### src/sv/symmetric_conv3x3_rgb_defines.svh
// Assertion macros shared by the convolution block.
`ifndef SYMMETRIC_CONV3X3_RGB_DEFINES_SVH
`define SYMMETRIC_CONV3X3_RGB_DEFINES_SVH

// Same-cycle implication, disabled in reset.
`define SC3_ASSERT_NOW(label, clk, rst_n, ante, cons) \
  label: assert property (@(posedge clk) disable iff (!rst_n) (ante) |-> (cons)) \
    else $error("sc3 assertion failed");

// Next-cycle implication, disabled in reset.
`define SC3_ASSERT_NEXT(label, clk, rst_n, ante, cons) \
  label: assert property (@(posedge clk) disable iff (!rst_n) (ante) |=> (cons)) \
    else $error("sc3 assertion failed");

`endif

### src/sv/sc3_pkg.sv
// Package: widths, register map, shared types of the 3x3 convolution block.
package sc3_pkg;

  localparam int MAX_WIDTH  = 2048;
  localparam int HEIGHT_MAX = 4096;
  localparam int ADDR_W     = $clog2(MAX_WIDTH);
  localparam int PIX_W      = 8;
  localparam int RGB_W      = 3 * PIX_W;
  localparam int COL_W      = 11;
  localparam int ROW_W      = 12;
  localparam int IW_W       = 12;
  localparam int IH_W       = 13;
  localparam int WGT_W      = 11;
  localparam int SCL_W      = 16;
  localparam int APB_AW     = 5;
  localparam int APB_DW     = 32;

  localparam logic [2:0] REG_IMAGE_WIDTH   = 3'd0;
  localparam logic [2:0] REG_IMAGE_HEIGHT  = 3'd1;
  localparam logic [2:0] REG_CORNER_WEIGHT = 3'd2;
  localparam logic [2:0] REG_EDGE_WEIGHT   = 3'd3;
  localparam logic [2:0] REG_CENTRE_WEIGHT = 3'd4;
  localparam logic [2:0] REG_SCALE_FACTOR  = 3'd5;

  typedef struct packed {
    logic        [IW_W-1:0]  image_width;
    logic        [IH_W-1:0]  image_height;
    logic signed [WGT_W-1:0] corner_weight;
    logic signed [WGT_W-1:0] edge_weight;
    logic signed [WGT_W-1:0] centre_weight;
    logic signed [SCL_W-1:0] scale_factor;
  } sc3_cfg_t;

  typedef struct packed {
    logic load;
    logic upd;
  } sc3_win_ctl_t;

  typedef logic [8:0][RGB_W-1:0] sc3_win_t;
  typedef logic [8:0][PIX_W-1:0] sc3_chan_win_t;

endpackage

### src/sv/sc3_lane.sv
// One color lane: weighted kernel sum, Q8.8 scale, clamp to 0..255.
module sc3_lane (
  input  logic                        clk,
  input  sc3_pkg::sc3_chan_win_t      win,
  input  sc3_pkg::sc3_cfg_t           cfg,
  output logic [sc3_pkg::PIX_W-1:0]   pix
);
  import sc3_pkg::*;

  localparam int SUM_W = PIX_W + 2;
  localparam int PC_W  = WGT_W + SUM_W + 1;
  localparam int PM_W  = WGT_W + PIX_W + 1;
  localparam int S_W   = 24;
  localparam int P_W   = S_W + SCL_W;

  logic        [SUM_W-1:0] corner_sum;
  logic        [SUM_W-1:0] edge_sum;
  logic signed [PC_W-1:0]  pc_r;
  logic signed [PC_W-1:0]  pe_r;
  logic signed [PM_W-1:0]  pm_r;
  logic signed [S_W-1:0]   s_r;
  logic signed [P_W-1:0]   p_r;

  assign corner_sum = SUM_W'(win[0]) + SUM_W'(win[2]) + SUM_W'(win[6]) + SUM_W'(win[8]);
  assign edge_sum   = SUM_W'(win[1]) + SUM_W'(win[3]) + SUM_W'(win[5]) + SUM_W'(win[7]);

  always_ff @(posedge clk) begin
    pc_r <= cfg.corner_weight * $signed({1'b0, corner_sum});
    pe_r <= cfg.edge_weight   * $signed({1'b0, edge_sum});
    pm_r <= cfg.centre_weight * $signed({1'b0, win[4]});
    s_r  <= S_W'(pc_r) + S_W'(pe_r) + S_W'(pm_r);
    p_r  <= s_r * cfg.scale_factor;
  end

  // negative products clamp to zero, so truncation toward zero needs no bias
  always_comb begin
    if (p_r[P_W-1]) begin
      pix = '0;
    end else if (|p_r[P_W-2:PIX_W+8]) begin
      pix = '1;
    end else begin
      pix = p_r[PIX_W+7:8];
    end
  end

endmodule

### config.mk
export PLATFORM = sky130hd
export DESIGN_NAME = sc3_lane
export DESIGN_NICKNAME = d
export VERILOG_FILES = /design/src/sv/symmetric_conv3x3_rgb_defines.svh /design/src/sv/sc3_pkg.sv /design/src/sv/sc3_lane.sv
export SDC_FILE = /design/constraint.sdc
export NUM_CORES = 2
export LEC_CHECK = 0
export ABC_AREA = 0
export BUFFER_PORTS_ARGS = -buffer_cell sky130_fd_sc_hd__buf_4
export CAP_MARGIN = 5
export CORE_UTILIZATION = 45
export CTS_BUF_LIST = sky130_fd_sc_hd__clkbuf_4 sky130_fd_sc_hd__clkbuf_8
export DETAILED_ROUTE_END_ITERATION = 12
export PLACE_DENSITY_LB_ADDON = 0.2
export SETUP_SLACK_MARGIN = 0.15
export SLEW_MARGIN = 10
export SYNTH_ARGS = -nofsm -noshare
export SYNTH_HDL_FRONTEND = slang
export SYNTH_SLANG_ARGS = --single-unit
### constraint.sdc
create_clock -name clk -period 11.35 [get_ports clk]
set_clock_uncertainty 0.05 [all_clocks]
set_input_delay 1.135 -clock clk [delete_from_list [all_inputs] [get_ports clk]]
set_output_delay 1.135 -clock clk [all_outputs]
set_load 0.005 [all_outputs]
After elaboration in Yosys (flattened, before gate mapping)
Index checks and enable logic that the tools add are counted.

storage, ports and cells
  bits of input ports = 147
  logic and storage cells = 20
  register bits = 128

operators by class
  multiplexer cells = 2
  reduce and logical (&&, ||, !) cells = 1
  multipliers = 4
  add/subtract/negate cells = 8

operator list
  kind               count
  $mul A11 B11 Y22   2
  $mul A24 B16 Y40   1
  $add A23 B20 Y24   1
  $add A22 B22 Y23   1
  $reduce_or A23 Y1  1
  $add A10 B8 Y10    2
  $add A9 B8 Y10     2
  $mul A11 B9 Y20    1
  $add A8 B8 Y9      2
  $mux W8            2

Depth between registers and ports, before layout
  depth after elaboration = 4
  depth in mapped cells = 35
  depth with buffers taken out = 34

Worst setup path before layout
Ideal clock, no wire load.

  path type = input -> register
  start = in win[1] (netlist name)
  end = reg pc_r[19]
  slack = 3130 ps
  path buffers = 1
  library setup time = 72 ps
  arrival = 8098 ps
  stages = 34
  cell sequence = inv_1 -> fa_1 -> fa_1 -> inv_1 -> ha_1 -> inv_1 -> fa_1 -> inv_1 -> a21oi_1 -> o21bai_1 -> a21oi_1 -> o21bai_1 -> xor2_1 -> clkbuf_1 -> nand2_1 -> fa_1 -> inv_1 -> ha_1 -> inv_1 -> fa_1 -> inv_1 -> fa_1 -> inv_1 -> fa_1 -> inv_1 -> ha_1 -> or2_2 -> a21oi_1 -> a21oi_1 -> a41o_1 -> o41a_1 -> a41oi_1 -> nor2b_1 -> xnor2_1

on the way
  longest elaborated chain between the ends = 4

RTL lines
  element               line            text
  start, declared       sc3_lane.sv:4   input sc3_pkg::sc3_chan_win_t win,
  $add A8 B8 Y9         sc3_lane.sv:24  assign corner_sum = SUM_W'(win[0]) + SUM_W'(win[2]) + SUM_W'(win[6]) + SUM_W'(win[8]);
  $add A9 B8 Y10        sc3_lane.sv:24
  $add A10 B8 Y10       sc3_lane.sv:24
  $mul A11 B11 Y22      sc3_lane.sv:28  pc_r <= cfg.corner_weight * $signed({1'b0, corner_sum});
  end signal, assigned  sc3_lane.sv:28
  end, declared         sc3_lane.sv:18  logic signed [PC_W-1:0] pc_r;

Every way passes these cells.

Final worst setup path
Ends and elaborated chain as after synthesis.

==> run summary <==
======================================================================================================
Synth area leaders                                                                        sky130_fd_sc_hd__fa_1 (46%), sky130_fd_sc_hd__ha_1 (11%), sky130_fd_sc_hd__inv_1 (11%), sky130_fd_sc_hd__dfxtp_1 (7.8%), sky130_fd_sc_hd__and2_1 (6.1%)
Number of warnings reported in the yosys synthesis log                                               0
Leading post-synthesis cells by instance count                                            sky130_fd_sc_hd__inv_1 (911), sky130_fd_sc_hd__fa_1 (710), sky130_fd_sc_hd__nand2_1 (381), sky130_fd_sc_hd__and2_1 (302), sky130_fd_sc_hd__ha_1 (277)
Gate Count Post-Synth                                                                            3,372
Cell chosen for the clock root                                                            sky130_fd_sc_hd__clkbuf_8
Count of input and output buffers                                                                  129
Average wire per standard cell                                                                15.00 um
Setup fix buffers added after clock tree synthesis                                                   0
Most frequent cell after synthesis                                                        sky130_fd_sc_hd__inv_1
Syn avg cell area                                                                           9.180 um^2
Reg-to-reg slack, setup                                                                        4180 ps
Final count of hold timing violations                                                                0
Initial cell density of the core                                                                0.4577
Endpoint arrival time on the critical path                                                     9040 ps
Fraction of post-synthesis cell area in the top cell type by area                               0.4592
Vias in the first global route                                                                  22,690
Total detailed-routing wirelength                                                             64.80 mm
Clock buffer count from CTS                                                                         17
Largest net degree at the start of global routing                                                   25
CTS tree                                                                                           yes
Library cell occupying the most area in the post-synthesis netlist                        sky130_fd_sc_hd__fa_1
Worst min-delay path startpoint                                                                pm_r[0]
Placed wire-length estimate after detailed placement                                          53.63 mm
Die Outline Area                                                                           69,840 um^2
Site Rows                                                                                           95
Final weighted congestion of routability-driven global placement                                0.8264
Remaining global-route overflow                                                                      0
Critical path startpoint category                                                           input port
Total via count after detailed routing                                                          21,060
Rel. slew slack                                                                                 0.3026
Layout cell share with drive strength beyond 1                                                 0.05544
Worst slew pin tran                                                                            1045 ps
Count of unique library cells instantiated by Yosys                                                 62
Result of the run                                                                            completed
Post-synth EDFFs                                                                                     0
Top flip-flop cell by instance count after synthesis                                      sky130_fd_sc_hd__dfxtp_1
Clock Latency Late Sink                                                                         460 ps
DRC marker count from the first detailed-route iteration                                         1,017
Nets                                                                                             4,567
Number of synthesized register bits                                                                120
Most repeated library cell on the critical path                                           sky130_fd_sc_hd__inv_1
Core Box Area                                                                              67,630 um^2
Horizontal die dimension                                                                      264.3 um
Worst hold path type                                                                           reg2reg
Category of the critical setup timing path                                                      in2reg
Layout overhead on the synthesized area                                                         7.134%
Worst setup slack after placement                                                              2202 ps
Initial antenna violation count                                                                      3
Launch instance of the worst register-to-register path                                         s_r[10]
Final Max Slew Viols                                                                                 0
Avg Vias per Cell                                                                                4.874
Capturing instance or port of the critical path                                               pc_r[19]
Asr flop ratio synth                                                                                 0
Maximum clock frequency                                                                      115.1 MHz
H-tree depth reported by CTS                                                                         4
Hold Buf Count CTS                                                                                   0
Wire length of the first global-routing pass                                                  114.1 mm
Number of nets with antenna violations after routing                                                 0
Length of the first detailed-routing pass in iterations                                              5
Post-CTS Resized                                                                                     0
Clock transition at the register clock pins on the worst setup and hold paths after CTS          80 ps
Required time of the critical path                                                           11,700 ps
Reg-to-Reg End                                                                                 p_r[39]
Sink count of the clock tree                                                                       120
Overall routing resource usage                                                                  0.2044
Largest fanout on the critical path                                                                 11
Cell at the slowest stage of the critical path                                            sky130_fd_sc_hd__xor2_1
Min setup slack post-route                                                                     2659 ps
Combined area of all synthesized cells                                                     30,960 um^2
Reported max-cap violation count                                                                     0
Floorplan die height                                                                          264.3 um
DRC                                                                                                  0
Buffers from clock root to sink, at most                                                             2
Min cycle time layout                                                                          8691 ps
Worst reg2reg path depth                                                                            21
Sort of element at the end of the critical path                                               register
Total Negative Setup Slacks                                                                       0 ps
Final clock period utilization by the worst path                                                0.7657
Worst Setup SP                                                                                  win[1]
Biggest cell delay along the critical path                                                      800 ps
Final Setup Violations                                                                               0
Part of the Yosys area used for sequential elements                                            0.07760
Boundary Pins                                                                                      155
Setup repair after global routing missed its margin                                                 no
Synthesized net count                                                                            4,506
======================================================================================================
-- cells by family after synthesis --
| logic type | after synthesis | share of synthesized area |
|---|---|---|
| compound gates | 215 | 0.04737 |
| xor+xnor | 121 | 0.03423 |
| fa+ha+maj | 987 | 0.5711 |
| buf+inv | 1012 | 0.1227 |
| flops | 120 | 0.07760 |
| simple gates | 917 | 0.1470 |
-- state kept, by name, summed over array words and instances (netlist names) --
register  cells
pc_r         22
p_r          32
s_r          24
pe_r         22
pm_r         20
-- how the worst min path moves through the flow --
stage,endpoint,slack [ps],depth (start not counted)
2_1_floorplan,s_r[0],500,3
3_3_place_gp,s_r[0],520,3
3_5_place_dp,s_r[0],540,3
4_1_cts,s_r[0],570,3
5_1_grt,s_r[0],600,3
6_report,s_r[0],560,3
-- per-layer routing --
metal / wire length (um) / GRT usage / vias to the layer above / part of all wire
li1: - / - / 9940 / -
met3: 2268 / 0.02274 / 56 / 0.035
met4: 1083 / 0.03913 / 0 / 0.017
met5: 0 / 0 / - / 0
met2: 32510 / 0.3528 / 336 / 0.50
met1: 28930 / 0.2784 / 10720 / 0.45
-- placed cells by master (no fill, tap or decap), types with 4 or more instances in the layout --
cell type                  count
sky130_fd_sc_hd__or3_1        11
sky130_fd_sc_hd__dfxtp_1     120
sky130_fd_sc_hd__ha_1        277
sky130_fd_sc_hd__o211ai_1      4
sky130_fd_sc_hd__nor2b_1      18
sky130_fd_sc_hd__o21ai_0      34
sky130_fd_sc_hd__or2_2         6
sky130_fd_sc_hd__nand3_1      20
sky130_fd_sc_hd__nand2_1     381
sky130_fd_sc_hd__and3_1        6
sky130_fd_sc_hd__nor2_1       74
sky130_fd_sc_hd__o21bai_1     13
sky130_fd_sc_hd__o21a_1       16
sky130_fd_sc_hd__nand4_1       5
sky130_fd_sc_hd__and2_1      302
sky130_fd_sc_hd__a21oi_1      63
sky130_fd_sc_hd__buf_4       143
sky130_fd_sc_hd__xor2_1       23
sky130_fd_sc_hd__nand2b_1     52
sky130_fd_sc_hd__a21boi_0      7
sky130_fd_sc_hd__nor4_1        5
sky130_fd_sc_hd__xnor2_1      98
sky130_fd_sc_hd__fa_1        710
sky130_fd_sc_hd__a211oi_1      9
sky130_fd_sc_hd__a211o_1       5
sky130_fd_sc_hd__clkbuf_8     19
sky130_fd_sc_hd__a21o_1       20
sky130_fd_sc_hd__inv_1       911
sky130_fd_sc_hd__nor3_1       32
-- area by class of cell --
cell class              instances  area [um^2]
fillers                      6494        34470
multi-input cells            2240        24760
inverters                     911         3420
flip-flops and latches        120         2402
well taps                     873         1092
repair buffers                143         1074
clock buffers                  20        269.0
clock inverters                11        147.6
diodes                          2        5.005
-- metrics by stage --
stage / hold WS (ps) / util / instances / cell area [um^2]
6_report: 558.5 / 0.4904 / 4320 / 33160
3_5_place_dp: 539.9 / 0.4841 / 4287 / 32740
2_1_floorplan: 499.1 / - / 3372 / 30960
4_1_cts: 567.6 / 0.4903 / 4318 / 33160
3_3_place_gp: 516.0 / 0.4841 / 4287 / 32740
5_1_grt: 596.5 / 0.4904 / 4320 / 33160
-- worst max-delay path, delay by kind of cell --
family / cells / cell delay, ps
buf+inv: 10 / 550
fa+ha+maj: 10 / 4050
compound gates: 9 / 1710
xor+xnor: 2 / 920
simple gates: 3 / 680
Power is left out: the tool's default activity adds up to more than one toggle a clock period on the data nets, which glitch-free logic cannot reach.
