===== config.mk =====
export PLATFORM = sky130hd
export DESIGN_NAME = sc3_cfg_regs
export DESIGN_NICKNAME = d
export VERILOG_FILES = /design/src/sv/symmetric_conv3x3_rgb_defines.svh /design/src/sv/sc3_pkg.sv /design/src/sv/sc3_cfg_regs.sv
export SDC_FILE = /design/constraint.sdc
export NUM_CORES = 1
export LEC_CHECK = 0
export ABC_AREA = 0
export ABC_CLOCK_PERIOD_IN_PS = 1400
export BUFFER_PORTS_ARGS = -buffer_cell sky130_fd_sc_hd__buf_2
export CORE_ASPECT_RATIO = 1.5
export CORE_MARGIN = 3
export CORE_UTILIZATION = 37
export CTS_CLUSTER_DIAMETER = 50
export DETAILED_ROUTE_END_ITERATION = 10
export GPL_ROUTABILITY_DRIVEN = 0
export PLACE_DENSITY = 0.75
export SYNTH_ARGS = -nofsm -noshare
export SYNTH_HDL_FRONTEND = slang
export SYNTH_SLANG_ARGS = --single-unit
export TNS_END_PERCENT = 1

===== constraint.sdc =====
create_clock -name clk -period 1.4 [get_ports clk]
set_clock_uncertainty 0.1 [all_clocks]
set_input_delay 0.07 -clock clk [delete_from_list [all_inputs] [get_ports clk]]
set_output_delay 0.07 -clock clk [all_outputs]
set_load 0.02 [all_outputs]

===== src/sv/symmetric_conv3x3_rgb_defines.svh =====
// Assertion macros shared by the convolution block.
`ifndef SYMMETRIC_CONV3X3_RGB_DEFINES_SVH
`define SYMMETRIC_CONV3X3_RGB_DEFINES_SVH

// Same-cycle implication, disabled in reset.
`define SC3_ASSERT_NOW(label, clk, rst_n, ante, cons) \
  label: assert property (@(posedge clk) disable iff (!rst_n) (ante) |-> (cons)) \
    else $error("sc3 assertion failed");

// Next-cycle implication, disabled in reset.
`define SC3_ASSERT_NEXT(label, clk, rst_n, ante, cons) \
  label: assert property (@(posedge clk) disable iff (!rst_n) (ante) |=> (cons)) \
    else $error("sc3 assertion failed");

`endif


===== src/sv/sc3_pkg.sv =====
// Package: widths, register map, shared types of the 3x3 convolution block.
package sc3_pkg;

  localparam int MAX_WIDTH  = 2048;
  localparam int HEIGHT_MAX = 4096;
  localparam int ADDR_W     = $clog2(MAX_WIDTH);
  localparam int PIX_W      = 8;
  localparam int RGB_W      = 3 * PIX_W;
  localparam int COL_W      = 11;
  localparam int ROW_W      = 12;
  localparam int IW_W       = 12;
  localparam int IH_W       = 13;
  localparam int WGT_W      = 11;
  localparam int SCL_W      = 16;
  localparam int APB_AW     = 5;
  localparam int APB_DW     = 32;

  localparam logic [2:0] REG_IMAGE_WIDTH   = 3'd0;
  localparam logic [2:0] REG_IMAGE_HEIGHT  = 3'd1;
  localparam logic [2:0] REG_CORNER_WEIGHT = 3'd2;
  localparam logic [2:0] REG_EDGE_WEIGHT   = 3'd3;
  localparam logic [2:0] REG_CENTRE_WEIGHT = 3'd4;
  localparam logic [2:0] REG_SCALE_FACTOR  = 3'd5;

  typedef struct packed {
    logic        [IW_W-1:0]  image_width;
    logic        [IH_W-1:0]  image_height;
    logic signed [WGT_W-1:0] corner_weight;
    logic signed [WGT_W-1:0] edge_weight;
    logic signed [WGT_W-1:0] centre_weight;
    logic signed [SCL_W-1:0] scale_factor;
  } sc3_cfg_t;

  typedef struct packed {
    logic load;
    logic upd;
  } sc3_win_ctl_t;

  typedef logic [8:0][RGB_W-1:0] sc3_win_t;
  typedef logic [8:0][PIX_W-1:0] sc3_chan_win_t;

endpackage


===== src/sv/sc3_cfg_regs.sv =====
// APB configuration registers of the convolution block.
module sc3_cfg_regs (
  input  logic                       clk,
  input  logic                       rst_n,
  input  logic                       psel,
  input  logic                       penable,
  input  logic                       pwrite,
  input  logic [sc3_pkg::APB_AW-1:0] paddr,
  input  logic [sc3_pkg::APB_DW-1:0] pwdata,
  output logic [sc3_pkg::APB_DW-1:0] prdata,
  output logic                       pready,
  output sc3_pkg::sc3_cfg_t          cfg
);
  import sc3_pkg::*;

  sc3_cfg_t   cfg_r;
  logic [2:0] idx;
  logic       wr;

  assign idx    = paddr[APB_AW-1:2];
  assign wr     = psel && penable && pwrite;
  assign pready = 1'b1;
  assign cfg    = cfg_r;

  always_ff @(posedge clk) begin
    if (!rst_n) begin
      cfg_r.image_width   <= IW_W'(640);
      cfg_r.image_height  <= IH_W'(480);
      cfg_r.corner_weight <= '0;
      cfg_r.edge_weight   <= '0;
      cfg_r.centre_weight <= '0;
      cfg_r.scale_factor  <= '0;
    end else if (wr) begin
      case (idx)
        REG_IMAGE_WIDTH:   cfg_r.image_width   <= pwdata[IW_W-1:0];
        REG_IMAGE_HEIGHT:  cfg_r.image_height  <= pwdata[IH_W-1:0];
        REG_CORNER_WEIGHT: cfg_r.corner_weight <= pwdata[WGT_W-1:0];
        REG_EDGE_WEIGHT:   cfg_r.edge_weight   <= pwdata[WGT_W-1:0];
        REG_CENTRE_WEIGHT: cfg_r.centre_weight <= pwdata[WGT_W-1:0];
        REG_SCALE_FACTOR:  cfg_r.scale_factor  <= pwdata[SCL_W-1:0];
        default: ;
      endcase
    end
  end

  always_comb begin
    case (idx)
      REG_IMAGE_WIDTH:   prdata = APB_DW'(cfg_r.image_width);
      REG_IMAGE_HEIGHT:  prdata = APB_DW'(cfg_r.image_height);
      REG_CORNER_WEIGHT: prdata = APB_DW'($unsigned(cfg_r.corner_weight));
      REG_EDGE_WEIGHT:   prdata = APB_DW'($unsigned(cfg_r.edge_weight));
      REG_CENTRE_WEIGHT: prdata = APB_DW'($unsigned(cfg_r.centre_weight));
      REG_SCALE_FACTOR:  prdata = APB_DW'($unsigned(cfg_r.scale_factor));
      default:           prdata = '0;
    endcase
  end

endmodule


* Yosys cells after proc, flatten, opt, wreduce, memory -nomap -nowiden
Cells that the tools add are included.
Widths: inputs -> output; s select.
** Operators by class
- Equal/unequal tests :: 5
- Multiplexer cells :: 1
- Reductions and logical operators :: 9
** Operators by type and width (count)
- $pmux 16 s6 :: 1
- $reduce_and 2->1 :: 6
- $eq 3x2->1 const B :: 2
- $eq 3x3->1 const B :: 2
- $eq 3x1->1 const B :: 1
- $logic_not 3->1 :: 1
- $logic_and 1x1->1 :: 2
** Word-level totals
- Register bits after elaboration :: 74
- Input port bits :: 42
- Output and inout bits :: 107
- Word-level logic and storage cells :: 21

* Depth between registers and ports, before layout
Gate-level depths: netlist of run 1.
- Depth after elaboration :: 3
- Depth in mapped cells :: 5
- Mapped depth without buffers :: 3

* Worst setup path before layout of run 1
Ideal clock, no wire load.
- Path kind :: input-to-output
- Start :: input paddr[4] (netlist bit)
- End :: output prdata[0] (netlist bit)
- Arrival :: 1.089 ns
- Setup slack :: 0.141 ns
- Cell stages on the path :: 5
- Cells stage by stage :: buf_2 nor2b_1 buf_2 a22oi_1 a21oi_1
** Between the ends
- Longest elaborated chain between the ends :: 2
- Elaborated cells on any way between the ends :: 7
- Those cells by class :: eq/ne: 5; mux: 1; reduce/logical: 1
** RTL lines
- start, declared :: line sc3_cfg_regs.sv:8 : input logic [sc3_pkg::APB_AW-1:0] paddr,
- $eq 3x3->1 (tied with other cells) :: line sc3_cfg_regs.sv:47 : case (idx)
- $pmux 16 s6 (*) :: line sc3_cfg_regs.sv:47
- end, declared :: line sc3_cfg_regs.sv:10 : output logic [sc3_pkg::APB_DW-1:0] prdata,
Every way passes the cells marked *; elsewhere a longest branch is shown, timed or not.

* Final worst setup path of run 1
- Start :: register cfg_r (netlist bit cfg[34])
- End :: output prdata[7] (netlist bit)
** Between the ends
- Longest elaborated chain between the ends :: 1
** RTL lines
- start, declared :: line sc3_cfg_regs.sv:16 : sc3_cfg_t cfg_r;
- $pmux 16 s6 :: line sc3_cfg_regs.sv:47
Every way passes these cells.

==> results of run 1 <==
[logic make-up (layout without fill, tap and decap cells)]
group,count (synthesis),after routing,synth area share (%)
mux,99,99,28.4
compound gates,27,27,6.18
simple gates,117,117,15.1
buf+inv,50,171,8.27
other cells,2,17,0.212
flops,74,74,41.8
[synthesized netlist by cell type]
library cell / n / area (sq um)
sky130_fd_sc_hd__mux2i_1: 87 / 871
sky130_fd_sc_hd__nand2_1: 85 / 319
sky130_fd_sc_hd__dfxtp_1: 74 / 1480
sky130_fd_sc_hd__buf_4: 21 / 158
sky130_fd_sc_hd__mux2_2: 12 / 135
sky130_fd_sc_hd__clkbuf_1: 11 / 41.3
sky130_fd_sc_hd__nor2b_1: 11 / 68.8
sky130_fd_sc_hd__buf_2: 9 / 45.0
sky130_fd_sc_hd__inv_1: 7 / 26.3
sky130_fd_sc_hd__a221o_1: 5 / 50.1
sky130_fd_sc_hd__o32ai_1: 5 / 43.8
sky130_fd_sc_hd__a22oi_1: 4 / 30.0
sky130_fd_sc_hd__nor2_1: 4 / 15.0
sky130_fd_sc_hd__a21oi_1: 3 / 15.0
sky130_fd_sc_hd__and3_1: 3 / 18.8
sky130_fd_sc_hd__nand2b_1: 3 / 18.8
sky130_fd_sc_hd__or3_1: 3 / 18.8
sky130_fd_sc_hd__a221oi_1: 2 / 17.5
sky130_fd_sc_hd__a2bb2oi_1: 2 / 17.5
sky130_fd_sc_hd__buf_6: 2 / 22.5
sky130_fd_sc_hd__conb_1: 2 / 7.51
sky130_fd_sc_hd__o221ai_1: 2 / 17.5
sky130_fd_sc_hd__o22ai_1: 2 / 12.5
sky130_fd_sc_hd__and2_1: 1 / 6.26
sky130_fd_sc_hd__nand3_1: 1 / 5.00
sky130_fd_sc_hd__nand4_1: 1 / 6.26
sky130_fd_sc_hd__nand4b_4: 1 / 23.8
sky130_fd_sc_hd__nor2_4: 1 / 11.3
sky130_fd_sc_hd__nor3_2: 1 / 10.0
sky130_fd_sc_hd__nor3b_1: 1 / 7.51
sky130_fd_sc_hd__o211ai_1: 1 / 7.51
sky130_fd_sc_hd__o31ai_1: 1 / 7.51
sky130_fd_sc_hd__or2_2: 1 / 6.26
[power groups by stage]
stage	registers, W	clock network, W	logic (W)
after floorplan	0.00220	0	0.000283
after global placement	0.00218	0	0.000412
after detailed placement	0.00218	0	0.000417
after CTS	0.00213	0.00236	0.000451
after global routing	0.00214	0.00244	0.000502
final	0.00214	0.00236	0.000468
[worst reg2reg max path, cell delays in order, from the launching register on]
cell and delay (ns):
sky130_fd_sc_hd__dfxtp_1 0.38, sky130_fd_sc_hd__nand2_1 0.09, sky130_fd_sc_hd__mux2i_1 0.15
[per-layer routing]
metal | GRT usage, % | wire length (microns)
met1 | 23.0 | 4190
met2 | 32.5 | 5250
met3 | 4.32 | 562
met4 | 11.0 | 395
met5 | 0 | 0
[what timing repair did]
| item | CTS | global route |
|---|---|---|
| endpoints found under the hold margin | 20 | 0 |
| setup buffers | 2 | 0 |
| gates resized for setup | 19 | 18 |
| pin swaps | 1 | 4 |
| hold buffers | 10 | 0 |
| setup endpoints to repair | 15 | 13 |
[worst max path at each step]
stage               cells after the start         to  slack [ns]     start
floorplan                               5  prdata[0]        0.14  paddr[4]
global placement                        5  prdata[0]       -0.35  paddr[3]
detailed placement                      5  prdata[0]       -0.35  paddr[3]
CTS                                     4  prdata[0]       -0.19   cfg[62]
global route                            4  prdata[0]       -0.24   cfg[49]
finish                                  4  prdata[7]       -0.20   cfg[34]
[final cells by class]
class	count	share of cell area (%)
multi-input combinational	260	39.7
sequential	74	31.1
tap	112	2.91
clock inverter	5	1.09
clock buffer	11	5.25
timing repair buffer	148	19.4
inverter	7	0.546
[metrics by stage]
step	power, W	hold WS [ns]	TNS, ns	area, sq um	util [%]
6_report	0.00496	0.0179	-1.60	4810	51.7
3_3_place_gp	0.00259	0.220	-3.27	4270	45.9
3_5_place_dp	0.00260	0.236	-4.38	4270	45.9
5_1_grt	0.00508	0.0558	-2.12	4810	51.7
2_1_floorplan	0.00248	0.112	0	3600	-
4_1_cts	0.00495	0.0118	-1.62	4750	51.0
==> run summary, run 1 <==
The maximum number of pins on one net before global-route repair came out at 95. The number of flip-flops under the largest register name is 74. Setup repair after global routing could not meet its margin everywhere. The worst min-delay path class is in -> reg.

After clock tree synthesis, the clock-pin slew on the worst setup and hold paths is about 0.060 ns. The vias per cell is approximately 5.2. The post-synthesis cell area came out at approximately 3500 sq um. The net total in the final layout is ~540.

The launching point of the worst reg2reg path is cfg[45]. The final reports fail on negative setup slack. The total of flip-flops plus latches after synthesis came out at 74. The setup slack after placement is -0.347 ns.

The H-tree level count is 3. The cell row count came out at 43. The worst reg2reg path endpoint is cfg[45]. Summed over all nets, the switching power comes to ~0.0012 W. The total clock sinks came out at between 70 and 80.

The end point of the worst hold path is cfg[65]. The area of the die is about 11000 sq um. For this run, design rule violations remaining after detail routing come to 0. The fraction of final layout cells with drive strength greater than 1 is around two fifths.

The number of CTS-inserted buffers is 9. The number of antenna diodes in the final layout is 0. The slowest stage of the critical path is the sky130_fd_sc_hd__dfxtp_2 cell.

In this run the tool buffered the top-level ports with between 100 and 150 buffer cells. The clock network fraction of design power is around 48%. The largest fanout on the critical path came out at 3.

The first global-routing pass estimated between 15000 and 20000 microns of wire. The post-detailed-routing wire length came out at 10400 microns. The overall overflow remaining after global route came out at 0. The worst slew margin relative to its limit is between 50% and 60%.

The minimum period implied by the final worst setup slack came out at 1.60 ns. The number of instances in the synthesized netlist is around 370. The timing-limited maximum frequency came out at around 0.63 GHz. The number of antenna-violating nets in the routed design is 0. The depth of the worst register-to-register path came out at 2.

Dividing total power by cell area gives a power density of about 1000 nW/um^2. The leakage power of the design is ~2.2 nW. The Yosys warning count is 0. The total global-route track usage is 19.6%. The clock latency on the worst-skew pair came out at between 0.3 and 0.4 ns.

The initial DRC count is 202. The length of the first detailed-routing pass in iterations is 5. Detailed placement ended at an HPWL of 7330 microns. In this run switching power makes up around 24% of total power. The signal on the critical path passes through mux2i_2, o32ai_2, a221o_1, buf_6. The number of global-route vias before repair is ~3.2k. The launch instance of the worst min-delay path is pwdata[3].

The worst-case IR drop observed on VDD is 676 uV. The filler cell count came out at ~860. Once the floorplan was initialized, standard cells occupied a little under two fifths of the core. TritonCTS built the clock tree. The setup path with the least slack is of type reg -> out.

The multi-input combinational cell area is 1910 sq um. The total core area is just over 9000 sq um. Leaving out fill and tap cells, the most frequent cell in the layout is sky130_fd_sc_hd__buf_2.

The kind of cell with the highest combined delay along the critical path is compound AO/OA/AOI/OAI gates. The run finished, with violations left. The number of placed instances with taps included came out at between 500 and 600. Once routing completed, OpenROAD measured the worst setup slack at -0.197 ns. The critical path data arrival time came out at 1.43 ns.

The internal power component came out at approximately 0.0038 W. The root buffer cell is sky130_fd_sc_hd__clkbuf_16. After detailed routing, the average wire length per cell comes to approximately 17 microns. The part of the power in combinational logic came out at roughly a tenth. STA classifies the critical path endpoint as an output pin. For the pin with the worst max-slew slack, the measured transition is 0.699 ns. The worst hold path cell count came out at 3. Counting both buffers and inverters, the worst setup path holds a total of 1. The number of antenna violations at the first check in global routing came out at 0. From left edge to right edge, the die measures roughly 86 microns. The register area share after synthesis came out at between 40% and 50%. The number of max-slew violations in the final report came out at 0. The number of maximum-capacitance constraint violations came out at 0. The count of endpoints failing setup in the final report is 11.

Across the whole layout, storage elements account for between 1000 and 1500 sq um. The number of different library cells in the post-synthesis netlist came out at 33. The area growth from synthesis to layout came out at 35.9%. Per report_power, the sequential group accounts for between 40% and 50% of the total. The synthesized area per cell is between 9 and 10 sq um.

The final critical-path share of the clock period is 114%. The category of the worst setup path launch point is a flop. The count of final hold-check violations came out at 0. The required time of the critical path came out at around 1.2 ns. In this design, the stage delay of the slowest critical-path cell is about 0.33 ns. The total via count after detailed routing came out at ~3.2k. In this run the deepest clock path goes through 2 buffers.

The final non-filler cell total is 617. The count of pins on the block boundary came out at around 150. The setup slack of the worst register-to-register path came out at a little over 0.6 ns. The floorplan die height is about 130 microns. In the layout the commonest cells are sky130_fd_sc_hd__buf_2, sky130_fd_sc_hd__mux2i_1, sky130_fd_sc_hd__nand2_1.
(Power assumes the default switching activity.)
==> inputs of run 2 (changes only) <==
--- a/config.mk
+++ b/config.mk
@@ -15,6 +15,7 @@
 export DETAILED_ROUTE_END_ITERATION = 10
 export GPL_ROUTABILITY_DRIVEN = 0
 export PLACE_DENSITY = 0.75
+export RECOVER_POWER = 25
 export SYNTH_ARGS = -nofsm -noshare
 export SYNTH_HDL_FRONTEND = slang
 export SYNTH_SLANG_ARGS = --single-unit
==> run summary, run 2 (synthesis gave the netlist of run 1 again) <==
The flow ran to the end, but the final reports show violations. The final reports fail on negative setup slack. The worst voltage drop across the vdd grid is 681 uV (+0.77%). The switching power came out at 0.00120 W (+0.40%). The average routed wire per standard cell came out at 17.0 microns (+0.83%).

The root buffer cell is sky130_fd_sc_hd__clkbuf_16. The number of flip-flops under the largest register name is 74 (unchanged). The met1 layer usage reported by global route came out at 23.0% (unchanged). The final non-filler cell total came to 617 (unchanged). The switching part of the total is 24.2% (+0.084 points).

The net total in the final layout came out at 542 (unchanged). The count of endpoints failing setup in the final report came to 12 (+1). The total global-route track usage came out at 19.6% (unchanged). The floorplan die height is 126 microns (unchanged). The worst register-to-register path ends at cfg[45]. The maximum number of pins on one net before global-route repair came out at 95 (unchanged). The wire length of the first global-routing pass came to 16500 microns (unchanged). The slew at the pin closest to its max-slew limit is 0.700 ns (+0.00101 ns).

The largest fanout on the critical path is 3 (unchanged). In this run the most used layer during global routing was met2. The number of global-route vias before repair came to 3224 (unchanged). The number of CTS-inserted buffers is 9 (unchanged).

The final critical-path share of the clock period came out at 114% (-0.30 points). The worst hold path cell count came out at 3 (unchanged). The part of the power in combinational logic came to 9.4% (about the same). The DRC violations left was 0 (unchanged). The leakage power of the design is 2.05 nW (-6.5%). The starting density of the core came out at 38.1% (unchanged). By startpoint and endpoint, the worst setup path is classified as reg -> out. The clock transition at the register clock pins on the worst setup and hold paths after CTS was 0.06 ns (about the same). The share of total power in sequential cells came out at 43.0% (about the same). The number of placed instances with taps included is 589 (unchanged). The vias per cell was 5.14 (-0.19%). The depth of the worst register-to-register path is 2 (unchanged).

The worst slew margin relative to its limit came out at 53.1% (-0.068 points). Leaving out fill and tap cells, the most frequent cell in the layout is sky130_fd_sc_hd__mux2i_1. The number of antenna violations at the first check in global routing came out at 0 (unchanged).

The timing-limited maximum frequency is 0.628 GHz (+0.26%). The cell row count is 43 (unchanged). The count of final hold-check violations is 0 (unchanged). The met2 capacity usage during global routing came out at 32.5% (unchanged). The number of maximum-capacitance constraint violations came out at 0 (unchanged). The total core area came out at 9310 sq um (unchanged). The tightest min-delay check is of the in -> reg type. The total via count after detailed routing is 3173 (-0.19%). The fraction of final layout cells with drive strength greater than 1 came out at 32.1% (-7.1 points). The count of pins on the block boundary was 149 (unchanged). The total cell area at the placement stage came out at 4270 sq um (unchanged).

The overall overflow remaining after global route is 0 (unchanged). The internal power component came out at 0.00376 W (about the same). The critical path data arrival time came out at 1.42 ns (about the same). The met3 track demand over resource in global routing is 4.32% (unchanged).

The number of max-slew violations in the final report came out at 0 (unchanged). The setup TNS is -1.65 ns (-0.0455 ns). The required time of the critical path is 1.23 ns (about the same). The worst register-to-register path begins at cfg[45]. In this run the worst setup path terminates at prdata[7]. The number of diodes is 0 (unchanged). The post-detailed-routing wire length is 10500 microns (+0.83%).

The setup slack after placement is -0.347 ns (unchanged). The most critical setup path has its startpoint at cfg[34]. The setup slack of the worst register-to-register path was 0.61 ns (about the same).

The worst setup slack after layout is -0.193 ns (+0.00422 ns). The critical path endpoint category is an output pin. Setup repair after global routing could not meet its margin everywhere. The filler cell count is 886 (+2.5%). TritonCTS built the clock tree.

The area of the die is 10800 sq um (unchanged). The number of antenna-violating nets in the routed design came to 0 (unchanged). The minimum period implied by the final worst setup slack is 1.59 ns (-0.00422 ns). In the layout the commonest cells are sky130_fd_sc_hd__mux2i_1, sky130_fd_sc_hd__nand2_1, sky130_fd_sc_hd__buf_2. The final HPWL from detailed placement came to 7330 microns (unchanged). The length of the first detailed-routing pass in iterations came to 5 (unchanged).

The maximum number of buffers from clock root to sink was 2 (unchanged). The total clock sinks came out at 74 (unchanged). The clock network fraction of design power was 47.6% (about the same). The initial DRC count came out at 229 (+13%). The area growth from synthesis to layout came out at 34.7%. The final instance area came out at 4770 sq um (-0.94%). The clock latency on the worst-skew pair came to 0.34 ns (about the same). The number of port buffers came to 113 (unchanged). The width of the die came out at 85.9 microns (unchanged). The category of the worst setup path launch point is a flop. The power per cell area is 1040 nW/um^2 (+1.0%). The H-tree level count is 3 (unchanged).
[run 2: changes by cell type in the layout (fill, tap and decap cells not counted)]
cell                       before  now
sky130_fd_sc_hd__clkbuf_1       0   36
sky130_fd_sc_hd__buf_2        106   70
[run 2: worst min path at each step]
stage	from	endpoint	slack (ns)
floorplan	pwdata[13]	cfg[13]	0.11
finish	pwdata[3]	cfg[65]	0.02
CTS	pwdata[0]	cfg[62]	0.01
global route	pwdata[4]	cfg[4]	0.06
global placement	pwdata[15]	cfg[15]	0.22
detailed placement	pwdata[15]	cfg[15]	0.24
[run 2: timing repair]
item,in CTS,in global routing
hold buffers,10,0
resized for setup,19,18
pin swaps,1,4
setup endpoints to repair,15,13
setup buffers,2,0
hold endpoints to repair,20,0
[run 2: through the flow]
step | util [%] | total power, W | hold WS, ns
finish | 51.2 | 0.00496 | 0.0170
global route | 51.2 | 0.00507 | 0.0558
CTS | 51.0 | 0.00495 | 0.0118
detailed placement | 45.9 | 0.00260 | 0.236
global placement | 45.9 | 0.00259 | 0.220
floorplan | - | 0.00248 | 0.112
[run 2: power by group through the flow]
stage	Combinational, W	Sequential [W]	Clock (W)
after floorplan	0.000283	0.00220	0
after global placement	0.000412	0.00218	0
final	0.000466	0.00214	0.00236
after global routing	0.000500	0.00214	0.00244
after CTS	0.000451	0.00213	0.00236
after detailed placement	0.000417	0.00218	0
[run 2: area by class of cell]
cell class / count / area (sq um) / share of cell area [%]
Tap cell: 112 / 140 / 2.94
Timing Repair Buffer: 148 / 887 / 18.6
Sequential cell: 74 / 1500 / 31.4
Clock buffer: 11 / 253 / 5.30
Multi-Input combinational cell: 260 / 1910 / 40.1
Clock inverter: 5 / 52.6 / 1.10
Inverter: 7 / 26.3 / 0.551
[run 2: critical path, stage by stage (launching register included)]
cell	delay, ns
sky130_fd_sc_hd__dfxtp_2	0.33
sky130_fd_sc_hd__mux2i_2	0.19
sky130_fd_sc_hd__o32ai_2	0.10
sky130_fd_sc_hd__a221o_1	0.31
sky130_fd_sc_hd__buf_6	0.14
[run 2: metal layers]
layer	part of all wire (%)	vias up
met5	0	-
met4	3.8	0
met3	5.3	31
met2	50	123
met1	41	1522
li1	-	1497
==> inputs of run 3 (changes only) <==
--- a/config.mk
+++ b/config.mk
@@ -10,11 +10,11 @@
 export BUFFER_PORTS_ARGS = -buffer_cell sky130_fd_sc_hd__buf_2
 export CORE_ASPECT_RATIO = 1.5
 export CORE_MARGIN = 3
-export CORE_UTILIZATION = 37
+export CORE_UTILIZATION = 48
 export CTS_CLUSTER_DIAMETER = 50
 export DETAILED_ROUTE_END_ITERATION = 10
 export GPL_ROUTABILITY_DRIVEN = 0
-export PLACE_DENSITY = 0.75
+export PLACE_DENSITY = 0.91
 export RECOVER_POWER = 25
 export SYNTH_ARGS = -nofsm -noshare
 export SYNTH_HDL_FRONTEND = slang
==> run summary, run 3 (synthesis gave the netlist of run 1 again) <==
The launch instance of the worst min-delay path is pwdata[2]. The count of final hold-check violations came out at 0 (unchanged). The number of max-slew violations in the final report came out at 0 (unchanged).

The maximum number of buffers from clock root to sink came out at 2 (unchanged). The number of global-route vias before repair came out at 3265 (+1.3%). The power per cell area is 1020 nW/um^2 (-1.6%). The overall overflow remaining after global route came out at 0 (unchanged).

The slew at the pin closest to its max-slew limit was 0.532 ns (-0.168 ns). The cell sitting at the root of the clock tree is a sky130_fd_sc_hd__clkbuf_8. The final reports fail on negative setup slack. The final critical-path share of the clock period came out at 113% (-0.63 points). The total global-route track usage came out at 24.5% (+4.9 points).

The number of maximum-capacitance constraint violations is 0 (unchanged). The depth of the worst register-to-register path came out at 2 (unchanged). The delay of the slowest cell on the worst path is 0.34 ns (about the same). The library cells used most frequently in the layout, excluding fill and tap cells, are sky130_fd_sc_hd__buf_2, sky130_fd_sc_hd__mux2i_1, sky130_fd_sc_hd__nand2_1. Compared with the post-synthesis result, the final layout area differs by 35.4%. The final instance area came out at 4800 sq um (+0.58%). The number of flip-flops under the largest register name was 74 (unchanged). The length of the first detailed-routing pass in iterations came out at 5 (unchanged).

The area of the die is 8470 sq um (-22%). The tightest hold margin came out at 0.0104 ns (-0.00658 ns). The starting density of the core came out at 50.3% (+12 points).

The final non-filler cell total was 609 (-1.3%). The cell row count came out at 37 (-14%). The setup TNS is -1.69 ns (-0.0483 ns). The number of port buffers was 113 (unchanged). The critical path data arrival time is 1.41 ns (about the same). The total cell area at the placement stage is 4340 sq um (+1.5%).

The critical path is of the reg -> out type. The wire length of the first global-routing pass is 16500 microns (unchanged). The minimum period implied by the final worst setup slack is 1.58 ns (-0.00885 ns).

The worst voltage drop across the vdd grid came to 689 uV (+1.2%). The library cell used most frequently in the layout, excluding fill and tap cells, is sky130_fd_sc_hd__buf_2. The clock transition at the register clock pins on the worst setup and hold paths after CTS came out at 0.08 ns (+0.02 ns). The setup slack after placement was -0.120 ns (+0.228 ns). The total via count after detailed routing is 3238 (+2.0%). The category of the worst setup path launch point is a flop. The required time of the critical path is 1.23 ns (about the same). The filler cell count was 543 (-39%). The vias per cell was 5.32 (+3.4%). The worst hold path cell count came out at 3 (unchanged). The maximum number of pins on one net before global-route repair came to 52 (-45%).

The largest fanout on the critical path came to 3 (unchanged). In this run the critical register-to-register path is launched from cfg[21]. The clock latency on the worst-skew pair came out at 0.35 ns (about the same). The count of endpoints failing setup in the final report came out at 12 (unchanged).

The run finished, with violations left. The DRC violations left is 0 (unchanged). The endpoint identified for the worst register-to-register timing path is cfg[21]. The count of pins on the block boundary came out at 149 (unchanged).

The fraction of final layout cells with drive strength greater than 1 came out at 39.5% (+7.4 points). The worst slew margin relative to its limit is 64.4% (+11 points). On the critical path, the stage with the largest delay is an instance of sky130_fd_sc_hd__dfxtp_1.

The number of CTS-inserted buffers is 9 (unchanged). Setup repair after global routing could not meet its margin everywhere. The worst min-delay path class is in -> reg. The net total in the final layout is 549 (+1.3%). The initial DRC count is 222 (-3.1%). The width of the die came out at 76.1 microns (-11%). The total clock sinks came out at 74 (unchanged). The number of antenna-violating nets in the routed design came out at 0 (unchanged). The final HPWL from detailed placement was 7350 microns (+0.27%). The number of placed instances with taps included is 581 (-1.4%).

The number of diodes is 0 (unchanged). The H-tree level count is 3 (unchanged). The critical path goes through mux2_2, a221o_1, buf_6. The leakage power of the design came out at 2.18 nW (+6.7%). The timing-limited maximum frequency came to 0.631 GHz (+0.56%). The total core area came to 7040 sq um (-24%). The post-detailed-routing wire length came to 10600 microns (+1.4%). The TritonCTS clock tree is yes. The setup slack of the worst register-to-register path is 0.59 ns (-0.02 ns).

The number of antenna violations at the first check in global routing is 0 (unchanged). The critical path endpoint category is an output pin. The average routed wire per standard cell is 17.5 microns (+2.7%).

The worst hold path terminates at cfg[51]. The floorplan die height came out at 111 microns (-12%). The worst setup slack after layout came to -0.184 ns (+0.00885 ns).
[run 3: cell count changes in the layout (fill, tap and decap cells not counted), sizes merged]
| cell | previous run | this run |
|---|---|---|
| bufinv | 1 | 4 |
| clkinv | 3 | 0 |
| clkbuf | 47 | 21 |
| dlygate4sd3 | 10 | 11 |
| clkinvlp | 1 | 0 |
| buf | 102 | 135 |
[run 3: repair_timing]
action | 4_1_cts | 5_1_grt
hold buffers | 11 | 0
pin swaps | 0 | 6
cloned | 0 | 0
gates resized for setup | 17 | 31
endpoints found under the setup margin | 12 | 13
buffers inserted | 0 | 1
hold endpoints to repair | 26 | 0
[run 3: layer usage]
layer  up-vias  part of all wire (%)  global-route usage, %
li1       1507                     -                      -
met1      1570                    40                   26.8
met2       138                    51                   43.0
met3        23                   5.9                   6.91
met4         0                   2.6                   12.2
met5         -                     0                      0
[run 3: critical path: cells and delay by family (launching register included)]
| family | cells | cell delay (ns) |
|---|---|---|
| DFF | 1 | 0.34 |
| buffers and inverters | 1 | 0.14 |
| AOI/OAI and AO/OA | 1 | 0.32 |
| muxes | 1 | 0.27 |
[run 3: where the power goes]
group          switching, W  leakage, nW  internal [W]
clock              0.000794        0.143       0.00151
combinational      0.000289         1.44      0.000186
sequential        0.0000132        0.604       0.00212
total               0.00110         2.18       0.00382
[run 3: how the worst max path moves through the flow]
stage               startpoint         to  slack [ns]
floorplan             paddr[4]  prdata[0]        0.14
finish                  cfg[3]  prdata[3]       -0.18
global placement      paddr[3]    cfg[18]       -0.02
global route           cfg[30]  prdata[3]       -0.25
CTS                     cfg[6]  prdata[6]       -0.19
detailed placement    paddr[3]    cfg[21]       -0.12
[run 3: area by class of cell]
cell class | count | area (sq um) | area share [%]
repair buffers | 155 | 980 | 20.4
clock buffers | 12 | 165 | 3.44
inverters | 7 | 26.3 | 0.548
multi-input cells | 260 | 1880 | 39.1
flip-flops and latches | 74 | 1510 | 31.4
well taps | 97 | 121 | 2.53
clock inverters | 4 | 120 | 2.50
[run 3: through the flow]
| stage | total power (W) | utilization [%] |
|---|---|---|
| floorplan | 0.00248 | - |
| global placement | 0.00260 | 61.6 |
| detailed placement | 0.00261 | 61.6 |
| CTS | 0.00491 | 68.0 |
| global route | 0.00504 | 68.2 |
| finish | 0.00491 | 68.2 |
